## src/hw/rtl/rwls_pkg.sv

```systemverilog
// Package for the line simplifier: item types, widths, command and status types, op tables.
`timescale 1ns / 1ps
`default_nettype none
package rwls_pkg;

    // Coordinate and derived widths
    localparam int COORD_BITS = 24;
    localparam int DIFF_BITS  = COORD_BITS + 1;          // vertex minus anchor, signed
    localparam int THR_BITS   = 24;
    localparam int THR2_BITS  = 2 * THR_BITS;
    localparam int LW         = 2 * COORD_BITS + 2;      // squared direction length
    localparam int XW         = 2 * COORD_BITS + 2;      // cross product component, signed
    localparam int AW         = (LW > THR2_BITS) ? LW : THR2_BITS;  // widest multiplicand
    localparam int HW         = (AW + 1) / 2;            // multiplier operand width
    localparam int PW         = 2 * HW;                  // multiplier product width
    localparam int ACC_W      = 2 * AW + 2;              // signed test accumulator

    // Configuration port
    localparam int CFG_IDX_BITS = 2;
    localparam logic [CFG_IDX_BITS-1:0] CFG_THRESHOLD = 2'd0;
    localparam logic [CFG_IDX_BITS-1:0] CFG_USE_Z     = 2'd1;

    // Progress along the current line
    localparam logic [1:0] SEEN_START = 2'd0;
    localparam logic [1:0] SEEN_ONE   = 2'd1;
    localparam logic [1:0] SEEN_DIR   = 2'd2;

    typedef logic signed [COORD_BITS-1:0] t_coord;

    typedef struct packed {
        t_coord pos_x;
        t_coord pos_y;
        t_coord pos_z;
        logic   end_of_line;
    } t_in_item;

    typedef struct packed {
        t_coord out_x;
        t_coord out_y;
        t_coord out_z;
        logic   out_last;
    } t_out_item;

    // Multiplier micro-ops
    typedef enum logic [4:0] {
        MOP_NONE,
        MOP_T2,
        MOP_CX_A, MOP_CX_B, MOP_CY_A, MOP_CY_B, MOP_CZ_A, MOP_CZ_B,
        MOP_C0_LL, MOP_C0_LH, MOP_C0_HH,
        MOP_C1_LL, MOP_C1_LH, MOP_C1_HH,
        MOP_C2_LL, MOP_C2_LH, MOP_C2_HH,
        MOP_TL_LL, MOP_TL_LH, MOP_TL_HL, MOP_TL_HH,
        MOP_S0, MOP_S1, MOP_S2
    } t_mop;

    typedef enum logic [2:0] {
        DST_NONE, DST_THR2, DST_CROSS0, DST_CROSS1, DST_CROSS2, DST_ACC, DST_LENSQ
    } t_dest;

    typedef enum logic [1:0] {
        SH_0, SH_H, SH_H1, SH_2H
    } t_shift;

    typedef struct packed {
        t_dest  dest;
        t_shift shift;
        logic   neg;
    } t_ptag;

    typedef enum logic [1:0] {
        EMIT_NONE, EMIT_CUR, EMIT_ANCHOR
    } t_emit;

    typedef enum logic [3:0] {
        ST_IDLE, ST_DECIDE, ST_EMIT_CUR, ST_LENSQ, ST_LDRAIN, ST_TEST, ST_TDRAIN,
        ST_JUDGE, ST_NEWDIR, ST_EMIT_ANC, ST_TAIL
    } t_state;

    typedef struct packed {
        logic  load_in;
        logic  anchor_cur;
        logic  anchor_prev;
        logic  prev_cur;
        logic  set_dir;
        logic  set_d;
        t_mop  mop;
        t_emit emit;
        logic  emit_last;
    } t_cmd;

    typedef struct packed {
        logic eol;
        logic outside;
        logic out_free;
    } t_status;

    // Strip test: threshold squared, cross product, |c|^2 minus thr^2 * |s|^2
    localparam int TEST_LEN  = 20;
    localparam int STEP_BITS = $clog2(TEST_LEN);
    localparam t_mop TEST_SEQ [TEST_LEN] = '{
        MOP_T2,
        MOP_CX_A, MOP_CX_B, MOP_CY_A, MOP_CY_B, MOP_CZ_A, MOP_CZ_B,
        MOP_TL_LL, MOP_TL_LH, MOP_TL_HL, MOP_TL_HH,
        MOP_C0_LL, MOP_C0_LH, MOP_C0_HH,
        MOP_C1_LL, MOP_C1_LH, MOP_C1_HH,
        MOP_C2_LL, MOP_C2_LH, MOP_C2_HH
    };

    // Squared direction length
    localparam int DIR_LEN       = 3;
    localparam int DIR_STEP_BITS = $clog2(DIR_LEN);
    localparam t_mop DIR_SEQ [DIR_LEN] = '{MOP_S0, MOP_S1, MOP_S2};

endpackage
`default_nettype wire

```

## src/hw/rtl/rwls_dpath.sv

```systemverilog
// Datapath of the line simplifier: vertex registers, shared multiplier, accumulators, output register.
`timescale 1ns / 1ps
`default_nettype none
module rwls_dpath (
    input  wire logic                              i_clk,
    input  wire logic                              i_rst_n,
    input  wire rwls_pkg::t_in_item                i_in_data,
    input  wire logic                              i_cfg_valid,
    input  wire logic [rwls_pkg::CFG_IDX_BITS-1:0] i_cfg_index,
    input  wire logic [rwls_pkg::THR_BITS-1:0]     i_cfg_data,
    input  wire rwls_pkg::t_cmd                    i_cmd,
    output rwls_pkg::t_status                      o_status,
    input  wire logic                              i_out_stall,
    output logic                                   o_out_valid,
    output rwls_pkg::t_out_item                    o_out_data
);
    import rwls_pkg::*;

    // Configuration
    logic [THR_BITS-1:0]  r_thr;
    logic                 r_use_z;

    // Vertex state
    t_coord               r_cur    [3];
    logic                 r_eol;
    t_coord               r_anchor [3];
    t_coord               r_prev   [3];
    logic [DIFF_BITS-1:0] r_dir    [3];
    logic [DIFF_BITS-1:0] r_d      [3];
    logic [LW-1:0]        r_lensq;
    logic [THR2_BITS-1:0] r_thr2;
    logic [XW-1:0]        r_cross  [3];
    logic [ACC_W-1:0]     r_acc;

    // Multiplier stage
    logic [PW-1:0]        r_prod;
    t_ptag                r_ptag;
    logic [HW-1:0]        mul_a;
    logic [HW-1:0]        mul_b;
    t_ptag                n_ptag;

    // Output register
    t_out_item            r_out;
    logic                 r_out_valid;

    // Operand views
    logic [HW-1:0]        md [3];
    logic [HW-1:0]        ms [3];
    logic                 sd [3];
    logic                 ss [3];
    logic [HW-1:0]        cl [3];
    logic [HW-1:0]        ch [3];
    logic [AW-1:0]        cmag [3];
    logic [AW-1:0]        thr2_ext;
    logic [AW-1:0]        lensq_ext;
    logic [HW-1:0]        thr_h;

    logic [ACC_W-1:0]     acc_base;
    logic [ACC_W-1:0]     acc_sh;
    logic [ACC_W-1:0]     acc_term;
    logic [XW-1:0]        x_base;
    logic [XW-1:0]        x_term;
    logic [DIFF_BITS-1:0] cur_minus_anchor [3];

    function automatic logic [DIFF_BITS-1:0] diff_of(input t_coord a, input t_coord b);
        logic [DIFF_BITS-1:0] ea;
        logic [DIFF_BITS-1:0] eb;
        ea = {a[COORD_BITS-1], a};
        eb = {b[COORD_BITS-1], b};
        return ea - eb;
    endfunction

    function automatic logic [HW-1:0] mag_diff(input logic [DIFF_BITS-1:0] v);
        logic [DIFF_BITS-1:0] m;
        m = v[DIFF_BITS-1] ? (~v + 1'b1) : v;
        return HW'(m[COORD_BITS-1:0]);
    endfunction

    function automatic logic [AW-1:0] mag_cross(input logic [XW-1:0] v);
        logic [XW-1:0] m;
        m = v[XW-1] ? (~v + 1'b1) : v;
        return AW'(m);
    endfunction

    // Differences from the anchor
    always_comb begin
        for (int k = 0; k < 3; k++) begin
            cur_minus_anchor[k] = diff_of(r_cur[k], r_anchor[k]);
        end
    end

    // Magnitudes and halves fed to the multiplier
    always_comb begin
        for (int k = 0; k < 3; k++) begin
            md[k]   = mag_diff(r_d[k]);
            ms[k]   = mag_diff(r_dir[k]);
            sd[k]   = r_d[k][DIFF_BITS-1];
            ss[k]   = r_dir[k][DIFF_BITS-1];
            cmag[k] = mag_cross(r_cross[k]);
            cl[k]   = cmag[k][HW-1:0];
            ch[k]   = HW'(cmag[k][AW-1:HW]);
        end
        thr2_ext  = AW'(r_thr2);
        lensq_ext = AW'(r_lensq);
        thr_h     = HW'(r_thr);
    end

    // Micro-op decode
    always_comb begin
        mul_a        = '0;
        mul_b        = '0;
        n_ptag.dest  = DST_NONE;
        n_ptag.shift = SH_0;
        n_ptag.neg   = 1'b0;
        case (i_cmd.mop)
            MOP_T2: begin
                mul_a = thr_h; mul_b = thr_h; n_ptag.dest = DST_THR2;
            end
            MOP_CX_A: begin
                mul_a = md[1]; mul_b = ms[2]; n_ptag.dest = DST_CROSS0;
                n_ptag.neg = sd[1] ^ ss[2];
            end
            MOP_CX_B: begin
                mul_a = md[2]; mul_b = ms[1]; n_ptag.dest = DST_CROSS0;
                n_ptag.neg = ~(sd[2] ^ ss[1]);
            end
            MOP_CY_A: begin
                mul_a = md[2]; mul_b = ms[0]; n_ptag.dest = DST_CROSS1;
                n_ptag.neg = sd[2] ^ ss[0];
            end
            MOP_CY_B: begin
                mul_a = md[0]; mul_b = ms[2]; n_ptag.dest = DST_CROSS1;
                n_ptag.neg = ~(sd[0] ^ ss[2]);
            end
            MOP_CZ_A: begin
                mul_a = md[0]; mul_b = ms[1]; n_ptag.dest = DST_CROSS2;
                n_ptag.neg = sd[0] ^ ss[1];
            end
            MOP_CZ_B: begin
                mul_a = md[1]; mul_b = ms[0]; n_ptag.dest = DST_CROSS2;
                n_ptag.neg = ~(sd[1] ^ ss[0]);
            end
            MOP_C0_LL: begin
                mul_a = cl[0]; mul_b = cl[0]; n_ptag.dest = DST_ACC;
            end
            MOP_C0_LH: begin
                mul_a = cl[0]; mul_b = ch[0]; n_ptag.dest = DST_ACC; n_ptag.shift = SH_H1;
            end
            MOP_C0_HH: begin
                mul_a = ch[0]; mul_b = ch[0]; n_ptag.dest = DST_ACC; n_ptag.shift = SH_2H;
            end
            MOP_C1_LL: begin
                mul_a = cl[1]; mul_b = cl[1]; n_ptag.dest = DST_ACC;
            end
            MOP_C1_LH: begin
                mul_a = cl[1]; mul_b = ch[1]; n_ptag.dest = DST_ACC; n_ptag.shift = SH_H1;
            end
            MOP_C1_HH: begin
                mul_a = ch[1]; mul_b = ch[1]; n_ptag.dest = DST_ACC; n_ptag.shift = SH_2H;
            end
            MOP_C2_LL: begin
                mul_a = cl[2]; mul_b = cl[2]; n_ptag.dest = DST_ACC;
            end
            MOP_C2_LH: begin
                mul_a = cl[2]; mul_b = ch[2]; n_ptag.dest = DST_ACC; n_ptag.shift = SH_H1;
            end
            MOP_C2_HH: begin
                mul_a = ch[2]; mul_b = ch[2]; n_ptag.dest = DST_ACC; n_ptag.shift = SH_2H;
            end
            MOP_TL_LL: begin
                mul_a = thr2_ext[HW-1:0]; mul_b = lensq_ext[HW-1:0];
                n_ptag.dest = DST_ACC; n_ptag.neg = 1'b1;
            end
            MOP_TL_LH: begin
                mul_a = thr2_ext[HW-1:0]; mul_b = HW'(lensq_ext[AW-1:HW]);
                n_ptag.dest = DST_ACC; n_ptag.neg = 1'b1; n_ptag.shift = SH_H;
            end
            MOP_TL_HL: begin
                mul_a = HW'(thr2_ext[AW-1:HW]); mul_b = lensq_ext[HW-1:0];
                n_ptag.dest = DST_ACC; n_ptag.neg = 1'b1; n_ptag.shift = SH_H;
            end
            MOP_TL_HH: begin
                mul_a = HW'(thr2_ext[AW-1:HW]); mul_b = HW'(lensq_ext[AW-1:HW]);
                n_ptag.dest = DST_ACC; n_ptag.neg = 1'b1; n_ptag.shift = SH_2H;
            end
            MOP_S0: begin
                mul_a = ms[0]; mul_b = ms[0]; n_ptag.dest = DST_LENSQ;
            end
            MOP_S1: begin
                mul_a = ms[1]; mul_b = ms[1]; n_ptag.dest = DST_LENSQ;
            end
            MOP_S2: begin
                mul_a = ms[2]; mul_b = ms[2]; n_ptag.dest = DST_LENSQ;
            end
            default: begin
                mul_a = '0;
            end
        endcase
    end

    // Product alignment for the accumulators
    always_comb begin
        acc_base = ACC_W'(r_prod);
        case (r_ptag.shift)
            SH_0:    acc_sh = acc_base;
            SH_H:    acc_sh = acc_base << HW;
            SH_H1:   acc_sh = acc_base << (HW + 1);
            SH_2H:   acc_sh = acc_base << (2 * HW);
            default: acc_sh = acc_base;
        endcase
        acc_term = r_ptag.neg ? (~acc_sh + 1'b1) : acc_sh;
        x_base   = r_prod[XW-1:0];
        x_term   = r_ptag.neg ? (~x_base + 1'b1) : x_base;
    end

    // Multiplier stage: product registered with its destination tag
    always_ff @(posedge i_clk) begin
        r_prod <= mul_a * mul_b;
        if (!i_rst_n) begin
            r_ptag <= '{dest: DST_NONE, shift: SH_0, neg: 1'b0};
        end else begin
            r_ptag <= n_ptag;
        end
    end

    // Configuration registers
    always_ff @(posedge i_clk) begin
        if (!i_rst_n) begin
            r_thr   <= '0;
            r_use_z <= 1'b0;
        end else if (i_cfg_valid) begin
            case (i_cfg_index)
                CFG_THRESHOLD: r_thr   <= i_cfg_data;
                CFG_USE_Z:     r_use_z <= i_cfg_data[0];
                default:       r_thr   <= r_thr;
            endcase
        end
    end

    // Vertex registers, direction, differences
    always_ff @(posedge i_clk) begin
        if (i_cmd.load_in) begin
            r_cur[0] <= i_in_data.pos_x;
            r_cur[1] <= i_in_data.pos_y;
            r_cur[2] <= i_in_data.pos_z;
            r_eol    <= i_in_data.end_of_line;
        end
        for (int k = 0; k < 3; k++) begin
            if (i_cmd.anchor_cur) begin
                r_anchor[k] <= r_cur[k];
            end else if (i_cmd.anchor_prev) begin
                r_anchor[k] <= r_prev[k];
            end
            if (i_cmd.prev_cur) begin
                r_prev[k] <= r_cur[k];
            end
        end
        // z drops out of the plane test unless use_z is set
        if (i_cmd.set_dir) begin
            r_dir[0] <= cur_minus_anchor[0];
            r_dir[1] <= cur_minus_anchor[1];
            r_dir[2] <= r_use_z ? cur_minus_anchor[2] : '0;
        end
        if (i_cmd.set_d) begin
            r_d[0] <= cur_minus_anchor[0];
            r_d[1] <= cur_minus_anchor[1];
            r_d[2] <= r_use_z ? cur_minus_anchor[2] : '0;
        end
    end

    // Accumulators
    always_ff @(posedge i_clk) begin
        if (r_ptag.dest == DST_THR2) begin
            r_thr2 <= r_prod[THR2_BITS-1:0];
        end
        if (i_cmd.set_dir) begin
            r_lensq <= '0;
        end else if (r_ptag.dest == DST_LENSQ) begin
            r_lensq <= r_lensq + r_prod[LW-1:0];
        end
        if (i_cmd.set_d) begin
            r_acc <= '0;
            for (int k = 0; k < 3; k++) begin
                r_cross[k] <= '0;
            end
        end else begin
            if (r_ptag.dest == DST_ACC) begin
                r_acc <= r_acc + acc_term;
            end
            if (r_ptag.dest == DST_CROSS0) begin
                r_cross[0] <= r_cross[0] + x_term;
            end
            if (r_ptag.dest == DST_CROSS1) begin
                r_cross[1] <= r_cross[1] + x_term;
            end
            if (r_ptag.dest == DST_CROSS2) begin
                r_cross[2] <= r_cross[2] + x_term;
            end
        end
    end

    // Output register
    always_ff @(posedge i_clk) begin
        case (i_cmd.emit)
            EMIT_CUR: begin
                r_out <= '{out_x: r_cur[0], out_y: r_cur[1], out_z: r_cur[2],
                           out_last: i_cmd.emit_last};
            end
            EMIT_ANCHOR: begin
                r_out <= '{out_x: r_anchor[0], out_y: r_anchor[1], out_z: r_anchor[2],
                           out_last: i_cmd.emit_last};
            end
            default: begin
                r_out <= r_out;
            end
        endcase
        if (!i_rst_n) begin
            r_out_valid <= 1'b0;
        end else if (i_cmd.emit != EMIT_NONE) begin
            r_out_valid <= 1'b1;
        end else if (!i_out_stall) begin
            r_out_valid <= 1'b0;
        end
    end

    assign o_status.eol      = r_eol;
    assign o_status.outside  = !r_acc[ACC_W-1] && (r_acc != '0);
    assign o_status.out_free = !r_out_valid || !i_out_stall;
    assign o_out_valid       = r_out_valid;
    assign o_out_data        = r_out;

    // Clearing never races a pending product into the same register
    a_clr_test: assert property (@(posedge i_clk) disable iff (!i_rst_n)
        i_cmd.set_d |-> (r_ptag.dest == DST_NONE))
        else $error("test accumulators cleared with a product in flight");
    a_clr_len: assert property (@(posedge i_clk) disable iff (!i_rst_n)
        i_cmd.set_dir |-> (r_ptag.dest != DST_LENSQ))
        else $error("length cleared with a product in flight");
    // A waiting item is never overwritten
    a_no_overwrite: assert property (@(posedge i_clk) disable iff (!i_rst_n)
        (r_out_valid && i_out_stall) |-> (i_cmd.emit == EMIT_NONE))
        else $error("output item overwritten while stalled");

endmodule
`default_nettype wire

```

## src/hw/rtl/rwls_ctrl.sv

```systemverilog
// Controller of the line simplifier: per-vertex sequencer driving the datapath.
`timescale 1ns / 1ps
`default_nettype none
module rwls_ctrl (
    input  wire logic              i_clk,
    input  wire logic              i_rst_n,
    input  wire logic              i_in_valid,
    output logic                   o_in_stall,
    input  wire rwls_pkg::t_status i_status,
    output rwls_pkg::t_cmd         o_cmd
);
    import rwls_pkg::*;

    t_state               r_state;
    t_state               n_state;
    logic [1:0]           r_seen;
    logic [1:0]           n_seen;
    logic [STEP_BITS-1:0] r_step;
    logic [STEP_BITS-1:0] n_step;
    logic                 r_retest;
    logic                 n_retest;
    logic                 r_last;
    logic                 n_last;

    // State register
    always_ff @(posedge i_clk) begin
        if (!i_rst_n) begin
            r_state  <= ST_IDLE;
            r_seen   <= SEEN_START;
            r_step   <= '0;
            r_retest <= 1'b0;
            r_last   <= 1'b0;
        end else begin
            r_state  <= n_state;
            r_seen   <= n_seen;
            r_step   <= n_step;
            r_retest <= n_retest;
            r_last   <= n_last;
        end
    end

    // Next state and commands
    always_comb begin
        n_state  = r_state;
        n_seen   = r_seen;
        n_step   = r_step;
        n_retest = r_retest;
        n_last   = r_last;
        o_cmd    = '{load_in: 1'b0, anchor_cur: 1'b0, anchor_prev: 1'b0, prev_cur: 1'b0,
                     set_dir: 1'b0, set_d: 1'b0, mop: MOP_NONE, emit: EMIT_NONE,
                     emit_last: 1'b0};
        case (r_state)
            ST_IDLE: begin
                o_cmd.load_in = i_in_valid;
                if (i_in_valid) begin
                    n_state = ST_DECIDE;
                end
            end
            ST_DECIDE: begin
                n_step = '0;
                case (r_seen)
                    SEEN_START: begin
                        o_cmd.anchor_cur = 1'b1;
                        n_last  = i_status.eol;
                        n_seen  = i_status.eol ? SEEN_START : SEEN_ONE;
                        n_state = ST_EMIT_CUR;
                    end
                    SEEN_ONE: begin
                        if (i_status.eol) begin
                            n_last  = 1'b1;
                            n_seen  = SEEN_START;
                            n_state = ST_EMIT_CUR;
                        end else begin
                            o_cmd.prev_cur = 1'b1;
                            o_cmd.set_dir  = 1'b1;
                            n_seen   = SEEN_DIR;
                            n_retest = 1'b0;
                            n_state  = ST_LENSQ;
                        end
                    end
                    default: begin
                        o_cmd.set_d = 1'b1;
                        n_state     = ST_TEST;
                    end
                endcase
            end
            ST_EMIT_CUR: begin
                if (i_status.out_free) begin
                    o_cmd.emit      = EMIT_CUR;
                    o_cmd.emit_last = r_last;
                    n_state         = ST_IDLE;
                end
            end
            // Squared direction length
            ST_LENSQ: begin
                o_cmd.mop = DIR_SEQ[r_step[DIR_STEP_BITS-1:0]];
                if (r_step == STEP_BITS'(DIR_LEN - 1)) begin
                    n_state = ST_LDRAIN;
                end else begin
                    n_step = r_step + 1'b1;
                end
            end
            ST_LDRAIN: begin
                n_state = r_retest ? ST_EMIT_ANC : ST_IDLE;
            end
            // Strip test
            ST_TEST: begin
                o_cmd.mop = TEST_SEQ[r_step];
                if (r_step == STEP_BITS'(TEST_LEN - 1)) begin
                    n_state = ST_TDRAIN;
                end else begin
                    n_step = r_step + 1'b1;
                end
            end
            ST_TDRAIN: begin
                n_state = ST_JUDGE;
            end
            ST_JUDGE: begin
                if (i_status.outside) begin
                    o_cmd.anchor_prev = 1'b1;
                    n_state = ST_NEWDIR;
                end else begin
                    n_state = ST_TAIL;
                end
            end
            ST_NEWDIR: begin
                o_cmd.set_dir = 1'b1;
                n_step   = '0;
                n_retest = 1'b1;
                n_state  = ST_LENSQ;
            end
            ST_EMIT_ANC: begin
                if (i_status.out_free) begin
                    o_cmd.emit = EMIT_ANCHOR;
                    n_state    = ST_TAIL;
                end
            end
            ST_TAIL: begin
                o_cmd.prev_cur = 1'b1;
                if (i_status.eol) begin
                    n_last  = 1'b1;
                    n_seen  = SEEN_START;
                    n_state = ST_EMIT_CUR;
                end else begin
                    n_state = ST_IDLE;
                end
            end
            default: begin
                n_state = ST_IDLE;
            end
        endcase
    end

    assign o_in_stall = (r_state != ST_IDLE);

    a_seen_legal: assert property (@(posedge i_clk) disable iff (!i_rst_n)
        (r_seen == SEEN_START) || (r_seen == SEEN_ONE) || (r_seen == SEEN_DIR))
        else $error("line progress out of range");
    a_accept_decide: assert property (@(posedge i_clk) disable iff (!i_rst_n)
        (i_in_valid && !o_in_stall) |=> (r_state == ST_DECIDE))
        else $error("accepted item not dispatched");
    a_step_range: assert property (@(posedge i_clk) disable iff (!i_rst_n)
        (r_state == ST_TEST) |-> (r_step < STEP_BITS'(TEST_LEN)))
        else $error("test step past end of sequence");

endmodule
`default_nettype wire

```

## src/hw/rtl/reumann_witkam_line_simplify.sv

```systemverilog
// Top level of the streaming Reumann-Witkam polyline simplifier.
//
//  channel  direction  handshake            payload
//  in       input      i_in_valid/o_in_stall  i_in_data  (x, y, z, end_of_line)
//  out      output     o_out_valid/i_out_stall o_out_data (x, y, z, out_last)
//  cfg      input      i_cfg_valid/o_cfg_ready i_cfg_index, i_cfg_data
//
//  First vertex, or a second one that ends the line: decide and emit, plus output wait.
//  Other second vertices: set the direction and sum its squared length. Later ones: the strip
//  test, run as the 20-step op sequence on one multiplier, then a new direction and the anchor
//  emitted plus output wait when a new anchor is set. A final vertex adds an emit of its output item.
//  Reset is synchronous, active low; threshold and use_z return to zero.
//  A stalled output holds its item; the next vertex is still taken and worked on.
`timescale 1ns / 1ps
`default_nettype none
module reumann_witkam_line_simplify (
    input  wire logic                              i_clk,
    input  wire logic                              i_rst_n,
    input  wire logic                              i_in_valid,
    output logic                                   o_in_stall,
    input  wire rwls_pkg::t_in_item                i_in_data,
    output logic                                   o_out_valid,
    input  wire logic                              i_out_stall,
    output rwls_pkg::t_out_item                    o_out_data,
    input  wire logic                              i_cfg_valid,
    output logic                                   o_cfg_ready,
    input  wire logic [rwls_pkg::CFG_IDX_BITS-1:0] i_cfg_index,
    input  wire logic [rwls_pkg::THR_BITS-1:0]     i_cfg_data
);
    import rwls_pkg::*;

    t_cmd    cmd;
    t_status status;

    // Register writes are always taken
    assign o_cfg_ready = 1'b1;

    rwls_ctrl u_ctrl (
        .i_clk      (i_clk),
        .i_rst_n    (i_rst_n),
        .i_in_valid (i_in_valid),
        .o_in_stall (o_in_stall),
        .i_status   (status),
        .o_cmd      (cmd)
    );

    rwls_dpath u_dpath (
        .i_clk       (i_clk),
        .i_rst_n     (i_rst_n),
        .i_in_data   (i_in_data),
        .i_cfg_valid (i_cfg_valid),
        .i_cfg_index (i_cfg_index),
        .i_cfg_data  (i_cfg_data),
        .i_cmd       (cmd),
        .o_status    (status),
        .i_out_stall (i_out_stall),
        .o_out_valid (o_out_valid),
        .o_out_data  (o_out_data)
    );

endmodule
`default_nettype wire

```

## config.mk

```make
export PLATFORM = sky130hd
export DESIGN_NAME = reumann_witkam_line_simplify
export DESIGN_NICKNAME = d
export VERILOG_FILES = /design/src/hw/rtl/rwls_pkg.sv /design/src/hw/rtl/rwls_dpath.sv /design/src/hw/rtl/rwls_ctrl.sv /design/src/hw/rtl/reumann_witkam_line_simplify.sv
export SDC_FILE = /design/constraint.sdc
export NUM_CORES = 2
export LEC_CHECK = 0
export ABC_AREA = 1
export BUFFER_PORTS_ARGS = -buffer_cell sky130_fd_sc_hd__buf_2
export CAP_MARGIN = 10
export CORE_ASPECT_RATIO = 1.75
export CORE_MARGIN = 3
export CORE_UTILIZATION = 33
export CTS_CLUSTER_SIZE = 24
export DETAILED_ROUTE_END_ITERATION = 10
export PLACE_DENSITY = 0.46
export SLEW_MARGIN = 0
export SYNTH_ARGS = -nofsm -noshare
export SYNTH_HDL_FRONTEND = slang
export SYNTH_SLANG_ARGS = --single-unit
```

## constraint.sdc

```tcl
create_clock -name i_clk -period 9.7 [get_ports i_clk]
set_input_delay 1.94 -clock i_clk [delete_from_list [all_inputs] [get_ports i_clk]]
set_output_delay 1.94 -clock i_clk [all_outputs]
set_load 0.03 [all_outputs]
```

=== After elaboration in Yosys (flattened, before gate mapping) ===
Memory sizes are Yosys's and may differ from the RTL's.
Index checks and enable logic that the tools add are counted.

* RAM bits: 516
* Bits in latches: 0
* ROM bits: 160
* Output and inout port bits: 76
* Memories kept: 7
* Register bits after elaboration: 369
* Word-level logic and storage cells: 283

* Divide/modulo/power cells: 0
* Muxes and demuxes: 95
* Shift operators: 0
* Reductions and logical operators: 50
* $lt $le $gt $ge: 2
* Add/subtract/negate cells: 20
* Equal/unequal tests: 60
* Bitwise gates (word level): 28
* $mul: 1

{| class="wikitable"
|+ Memories
! memory !! depth !! bits a word !! read ports !! clocked after Yosys merged registers in !! write ports !! line !! source
|-
| (name not given) || 32 || 5 || 1 || 0 || 0 || rwls_ctrl.sv:108 || <nowiki>o_cmd.mop = TEST_SEQ[r_step];</nowiki>
|-
| u_dpath.r_cross || 3 || 50 || 3 || 0 || 3 || rwls_dpath.sv:32 || <nowiki>logic [XW-1:0] r_cross [3];</nowiki>
|-
| u_dpath.r_d || 3 || 25 || 3 || 0 || 3 || rwls_dpath.sv:29 || <nowiki>logic [DIFF_BITS-1:0] r_d [3];</nowiki>
|-
| u_dpath.r_dir || 3 || 25 || 3 || 0 || 3 || rwls_dpath.sv:28 || <nowiki>logic [DIFF_BITS-1:0] r_dir [3];</nowiki>
|-
| u_dpath.r_anchor || 3 || 24 || 3 || 0 || 3 || rwls_dpath.sv:26 || <nowiki>t_coord r_anchor [3];</nowiki>
|-
| u_dpath.r_cur || 3 || 24 || 3 || 0 || 3 || rwls_dpath.sv:24 || <nowiki>t_coord r_cur [3];</nowiki>
|-
| +1 memories || n/a || n/a || n/a || n/a || n/a || n/a ||
|}

{| class="wikitable"
|+ Operators with widths
! kind !! number
|-
| 102-bit case mux with 4 select lines || 1
|-
| 25-bit case mux with 15 select lines || 1
|-
| 50-bit two-way mux || 7
|-
| 25-bit case mux with 12 select lines || 1
|-
| 24-bit two-way mux || 9
|-
| 50-bit by 1-bit adder with 50-bit output, second input constant || 4
|-
| 50-bit adder || 4
|-
| 50-bit NOT || 4
|-
| 73-bit case mux with 2 select lines || 1
|-
| 24-bit by 1-bit adder with 24-bit output, second input constant || 6
|-
| 24-bit NOT || 6
|-
| 102-bit by 1-bit adder with 102-bit output, second input constant || 1
|-
| 102-bit adder || 1
|-
| 102-bit two-way mux || 1
|-
| 102-bit NOT || 1
|-
| 102-bit nonzero test || 1
|-
| 24-bit by 24-bit subtractor with 25-bit output || 3
|-
| 25-bit by 25-bit multiplier with 50-bit output || 1
|-
| 5-bit equality test, second input constant || 9
|-
| 4-bit case mux with 11 select lines || 1
|-
| 5-bit by 4-bit equality test with 1-bit output, second input constant || 8
|-
| 2-bit OR reduction || 19
|-
| 1-bit two-way mux || 37
|-
| 5-bit two-way mux || 6
|-
| 49 further kinds || 123
|}

=== Logic depth before layout (Yosys ltp) ===
* Depth in word-level cells: 9
* Gate-level depth with buffers: 48

=== Hierarchy ===
From an unflattened synthesis, not the netlist that was laid out.

* Cells, all modules: 14972
* Area, all modules: 99664.3 um^2

{| class="wikitable"
|+ By module, submodules not included
! module !! times used !! seq. area each (um^2) !! area an instance (um^2) !! cells each
|-
| rwls_dpath || 1 || 23842.9 || 98487.0 || 14781
|-
| rwls_ctrl || 1 || 260.2 || 1166.1 || 189
|-
| reumann_witkam_line_simplify || 1 || 0.0 || 11.3 || 2
|}

=== Least setup slack after synthesis ===
OpenSTA, ideal clock, no wires.

* Path type: register -> register
* Start: register u_ctrl.r_step[0]
* End: register u_dpath.r_prod[38]
* Setup time: 120 ps
* Required time: 9580 ps
* Path slack: 1978 ps
* Clock period less this slack: 7722 ps
* Cell stages (with the launch flop): 41
* Arrival: 7602 ps
* Buffers on the path: 2
* Cell sequence: dfxtp_1 > inv_1 > ha_1 > inv_1 > nand2_1 > a21boi_4 > nand3_1 > nor2_1 > nand2_1 > nand2_2 > buf_4 > nand2_1 > nand3_2 > nor2_1 > nand2_2 > buf_4 > nand2_1 > fa_1 > (+5 left out) > fa_1 > inv_1 > fa_1 > inv_1 > fa_1 > inv_1 > fa_1 > inv_1 > ha_1 > a21oi_1 > inv_1 > nor2_1 > o21ai_0 > a21oi_1 > o21ai_0 > nand2_1 > nand2_1 > xor2_1

* Longest elaborated chain between the ends: 9
* Elaborated cells between the ends (all ways): 51

{| class="wikitable"
|+ Ends and longest elaborated chain
! what !! line !! source
|-
| start, declared || rwls_ctrl.sv:18 || <nowiki>logic [STEP_BITS-1:0] r_step;</nowiki>
|-
| start signal, assigned || rwls_ctrl.sv:36 || <nowiki>r_step <= n_step;</nowiki>
|-
| 5-bit NOT with 6-bit output (implied by the code) or 2-bit NOT with 3-bit output (tied branches) || rwls_ctrl.sv:108, rwls_ctrl.sv:96 ||
|-
| memory 32 x 5 bit or 5-bit binary-select mux with 2-bit select (tied branches) || n/a ||
|-
| 5-bit two-way mux (on tied branches) (2 in a row) || rwls_ctrl.sv:108, rwls_ctrl.sv:96 ||
|-
| 5-bit case mux with 2 select lines (*) || rwls_ctrl.sv:52 || <nowiki>case (r_state)</nowiki>
|-
| 5-bit by 2-bit equality test with 1-bit output, or another cell as far along || rwls_dpath.sv:115 || <nowiki>case (i_cmd.mop)</nowiki>
|-
| 3-bit OR reduction (no source line) or 2-bit OR reduction (tied branches) || n/a ||
|-
| 25-bit case mux with 12 select lines or 25-bit case mux with 15 select lines (tied branches) || rwls_dpath.sv:115 ||
|-
| 25-bit by 25-bit multiplier with 50-bit output (*) || rwls_dpath.sv:218 || <nowiki>r_prod <= mul_a * mul_b;</nowiki>
|-
| end signal, assigned || rwls_dpath.sv:218 ||
|-
| end, declared || rwls_dpath.sv:36 || <nowiki>logic [PW-1:0] r_prod;</nowiki>
|}

Every way passes the cells marked *; elsewhere a longest branch is shown, timed or not. The select of a mux whose other input is x is not followed.
A chain may end at the register's enable or synchronous reset.

=== Worst setup path after layout ===
* Start: register u_ctrl.r_step[0]
* End: register u_dpath.r_prod[22]

The elaborated chain is that of the path after synthesis.

==> qor.yml <==
viasPerCell: 5.37
setup_viol: 0
min_period_ns: 9.39
clock_path_buffers: 3
skew_ns: 0.0919
cts_buffers: 98
die_x_um: 418
seq_area_frac_synth: 0.246
core-area_um2: 295000
worst_slew_pin_slew_ns: 1.40
ys_types: 67
yosysWarnings: 0
drv_cap: 0
final_util: 0.389
drt_pass1_iterations: 6
start_util: 0.332
r2r_end: "u_dpath.r_prod[22]"
pwr_density_cell_nw_per_um2: 130
antenna_found_initial: 76
dieArea_um2: 304000
grt.total_usage: 0.405
area_delta_synth_final_pct: 17.4
reg2regPathDepth: 40
boundaryPins: 180
clkPwrFrac: 0.279
netlist_area_um2: 97900
die_h_um: 727
ys_ff_latch: 885
layout.cells.non_filler: 19400
cpMostUsedCell: "buf_4"
rows: 264
synth_area_per_cell_um2: 6.74
max_stage_delay_ns: 0.59
htree_levels: 3
clock_sinks: 885
cts_tree: "yes"
combPwrFrac: 0.389
end_kind: "flip-flop"
io_buffers: 178
whs_path_depth: 0
status: "completed"
cp.arrival_ns: 10.05
synth_edf_count: 638
grt_pass1_wl_mm: 844
pwr-share-seq: 0.332
clock_latency_ns: 0.83
p_int_w: 0.00844
wl_mm: 628
final_common_cell: "nand2_1"
timing_hold_violations_final: 0
synth_fp_nets: 15700
r2r_slack_ns: 0.31
cp-start-kind: "flip-flop"
fmax_ghz: 0.107
min_to: "u_dpath.r_prev[0][24]"
grt_pass1_vias: 106000
final_cell_mix: "nand2_1 (3779), inv_1 (2382), nor2_1 (1967), a21oi_1 (957), o21ai_0 (932)"
drive_above_1_share: 0.0976
switching_power_w: 0.00654
final_nets: 16600
path_clk_slew_ns: 0.07
r2r-start: "u_ctrl.r_step[0]"
dp_hpwl_mm: 542
hold_path_class: "reg -> reg"
min_period_over_period: 0.968
synth_flop_cell: "edfxtp_1"
gp_congestion: 1.10
overflow: 0
hp-start: "u_dpath.r_cur[0][24]"
slowest_stage: "fa_1"
sw_frac_of_total: 0.437
crit_type: "reg -> reg"
grt_max_degree: 87
crit_fanout: 14
ant_nets: 0
dp.cells: 19200
max_slew_margin: 0.0682
first_iter_violations: 8008
syn_inst: 14500
slew_viol_final: 0
power.leakage_nw: 55.9
cp.required_ns: 10.36
ctsHoldBuffers: 0
total_power_w: 0.0150
wl_per_cell_um: 32.3
clockRootBuffer: "clkbuf_16"
async_reset_ff_frac: 0
fillers: 32700
max-vdd-ir-drop_v: 0.000177
vias: 104000
drc: 0
==> synth_stat cells, drive strengths merged, types with 5 or more instances <==
cell type | n | share of area
o221ai | 20 | 0.0018
o21ai | 953 | 0.049
nor3 | 153 | 0.0080
clkbuf | 156 | 0.0060
o22ai | 23 | 0.0015
fa | 534 | 0.11
xnor2 | 128 | 0.011
o31ai | 10 | 0.00077
o21bai | 121 | 0.0093
edfxtp | 638 | 0.20
a21boi | 24 | 0.0020
nor3b | 9 | 0.00069
nand2 | 3826 | 0.15
or2 | 23 | 0.0015
and3 | 12 | 0.00077
nand3 | 729 | 0.039
nor4 | 46 | 0.0029
and2 | 10 | 0.00064
a211oi | 15 | 0.0011
nor2 | 2004 | 0.078
xor2 | 325 | 0.029
a221oi | 5 | 0.00045
dfxtp | 247 | 0.050
nand4 | 185 | 0.012
inv | 2405 | 0.092
clkinv | 7 | 0.00028
a21oi | 960 | 0.049
a21o | 40 | 0.0031
buf | 164 | 0.0096
ha | 575 | 0.073
o211ai | 33 | 0.0025
o2111ai | 6 | 0.00054
a31oi | 42 | 0.0027
o21a | 63 | 0.0048
nand3b | 21 | 0.0017
==> sequential cells by signal, summed over array words and instances (netlist names) <==
signal and count:
u_ctrl.r_state 4, u_dpath.r_eol 1, u_ctrl.r_step 5, u_dpath.r_dir 75, u_dpath.r_acc 102, u_ctrl.r_seen 2, u_dpath.r_thr2 48, u_dpath.r_d 75
u_ctrl.r_retest 1, u_dpath.r_use_z 1, u_dpath.o_out_data 73, u_dpath.r_cur 72, u_dpath.r_thr 24, u_dpath.r_prev 72, u_dpath.r_ptag 6, u_dpath.r_prod 50
u_dpath.r_anchor 72, u_dpath.o_out_valid 1, u_dpath.r_cross 150, u_dpath.lensq_ext 50, u_ctrl.r_last 1
==> through the flow <==
stage               setup slack (ns)  hold WS (ns)  area, um2  setup TNS (ns)
global placement            -0.00759         0.436     111000        -0.00759
finish                         0.313         0.453     115000               0
detailed placement           0.00198         0.443     111000               0
CTS                           0.0166         0.457     115000               0
floorplan                       1.98         0.426      97900               0
global route                -0.00704         0.474     115000        -0.00704
==> metal layers <==
layer | up-vias | routed length [um] | GRT usage
met4 | 28 | 86400 | 0.452
met1 | 50100 | 202000 | 0.377
met3 | 1870 | 32200 | 0.0737
met2 | 4018 | 307000 | 0.705
li1 | 48300 | - | -
met5 | - | 197 | 0
==> layout make-up <==
| cell class | instances | area [um2] | area share |
|---|---|---|---|
| Antenna cell | 50 | 125 | 0.00109 |
| Clock buffer | 116 | 2650 | 0.0231 |
| Clock inverter | 68 | 806 | 0.00701 |
| Inverter | 2412 | 9060 | 0.0788 |
| Multi-Input combinational cell | 10900 | 64100 | 0.557 |
| Sequential cell | 885 | 24100 | 0.210 |
| Tap cell | 3857 | 4830 | 0.0420 |
| Timing Repair Buffer | 1123 | 9330 | 0.0811 |
==> worst max-delay path, delay by kind of cell (launching register included) <==
| family | cells | cell delay [ns] |
|---|---|---|
| xor gates and xnor gates | 1 | 0.24 |
| and+or+nand+nor | 10 | 1.09 |
| DFF | 1 | 0.35 |
| AOI/OAI and AO/OA | 5 | 1.17 |
| buffers and inverters | 14 | 2.28 |
| adders and majority gates | 10 | 4.07 |
==> worst max-delay path by stage <==
stage                     start                 end  slack [ns]  depth (start not counted)
2_1_floorplan  u_ctrl.r_step[0]  u_dpath.r_prod[38]        1.98                         40
4_1_cts        u_ctrl.r_step[1]  u_dpath.r_prod[30]        0.02                         37
3_5_place_dp   u_ctrl.r_step[1]  u_dpath.r_prod[30]       0.002                         37
6_report       u_ctrl.r_step[0]  u_dpath.r_prod[22]        0.31                         40
5_1_grt        u_ctrl.r_step[0]  u_dpath.r_prod[49]      -0.007                         44
3_3_place_gp   u_ctrl.r_step[1]  u_dpath.r_prod[30]      -0.008                         38
==> logic make-up after synthesis <==
kind of cell               share of synthesized area
AOI/OAI and AO/OA                              0.130
xor gates and xnor gates                      0.0405
adders and majority gates                      0.183
buffers and inverters                          0.108
DFF                                            0.246
other                                      0.0000383
and+or+nand+nor                                0.293
==> power by group through the flow <==
stage / clock, W / sequential (W) / combinational [W]
4_1_cts: 0.00426 / 0.00497 / 0.00569
3_5_place_dp: 0 / 0.00504 / 0.00567
5_1_grt: 0.00438 / 0.00500 / 0.00616
3_3_place_gp: 0 / 0.00505 / 0.00569
2_1_floorplan: 0 / 0.00497 / 0.00300
6_report: 0.00418 / 0.00498 / 0.00582
==> what timing repair did <==
action / 4_1_cts / 5_1_grt
endpoints found under the hold margin: 0 / 0
setup endpoints to repair: 0 / 32
resized for setup: 0 / 34
setup buffers: 0 / 7
(Power assumes the default switching activity.)
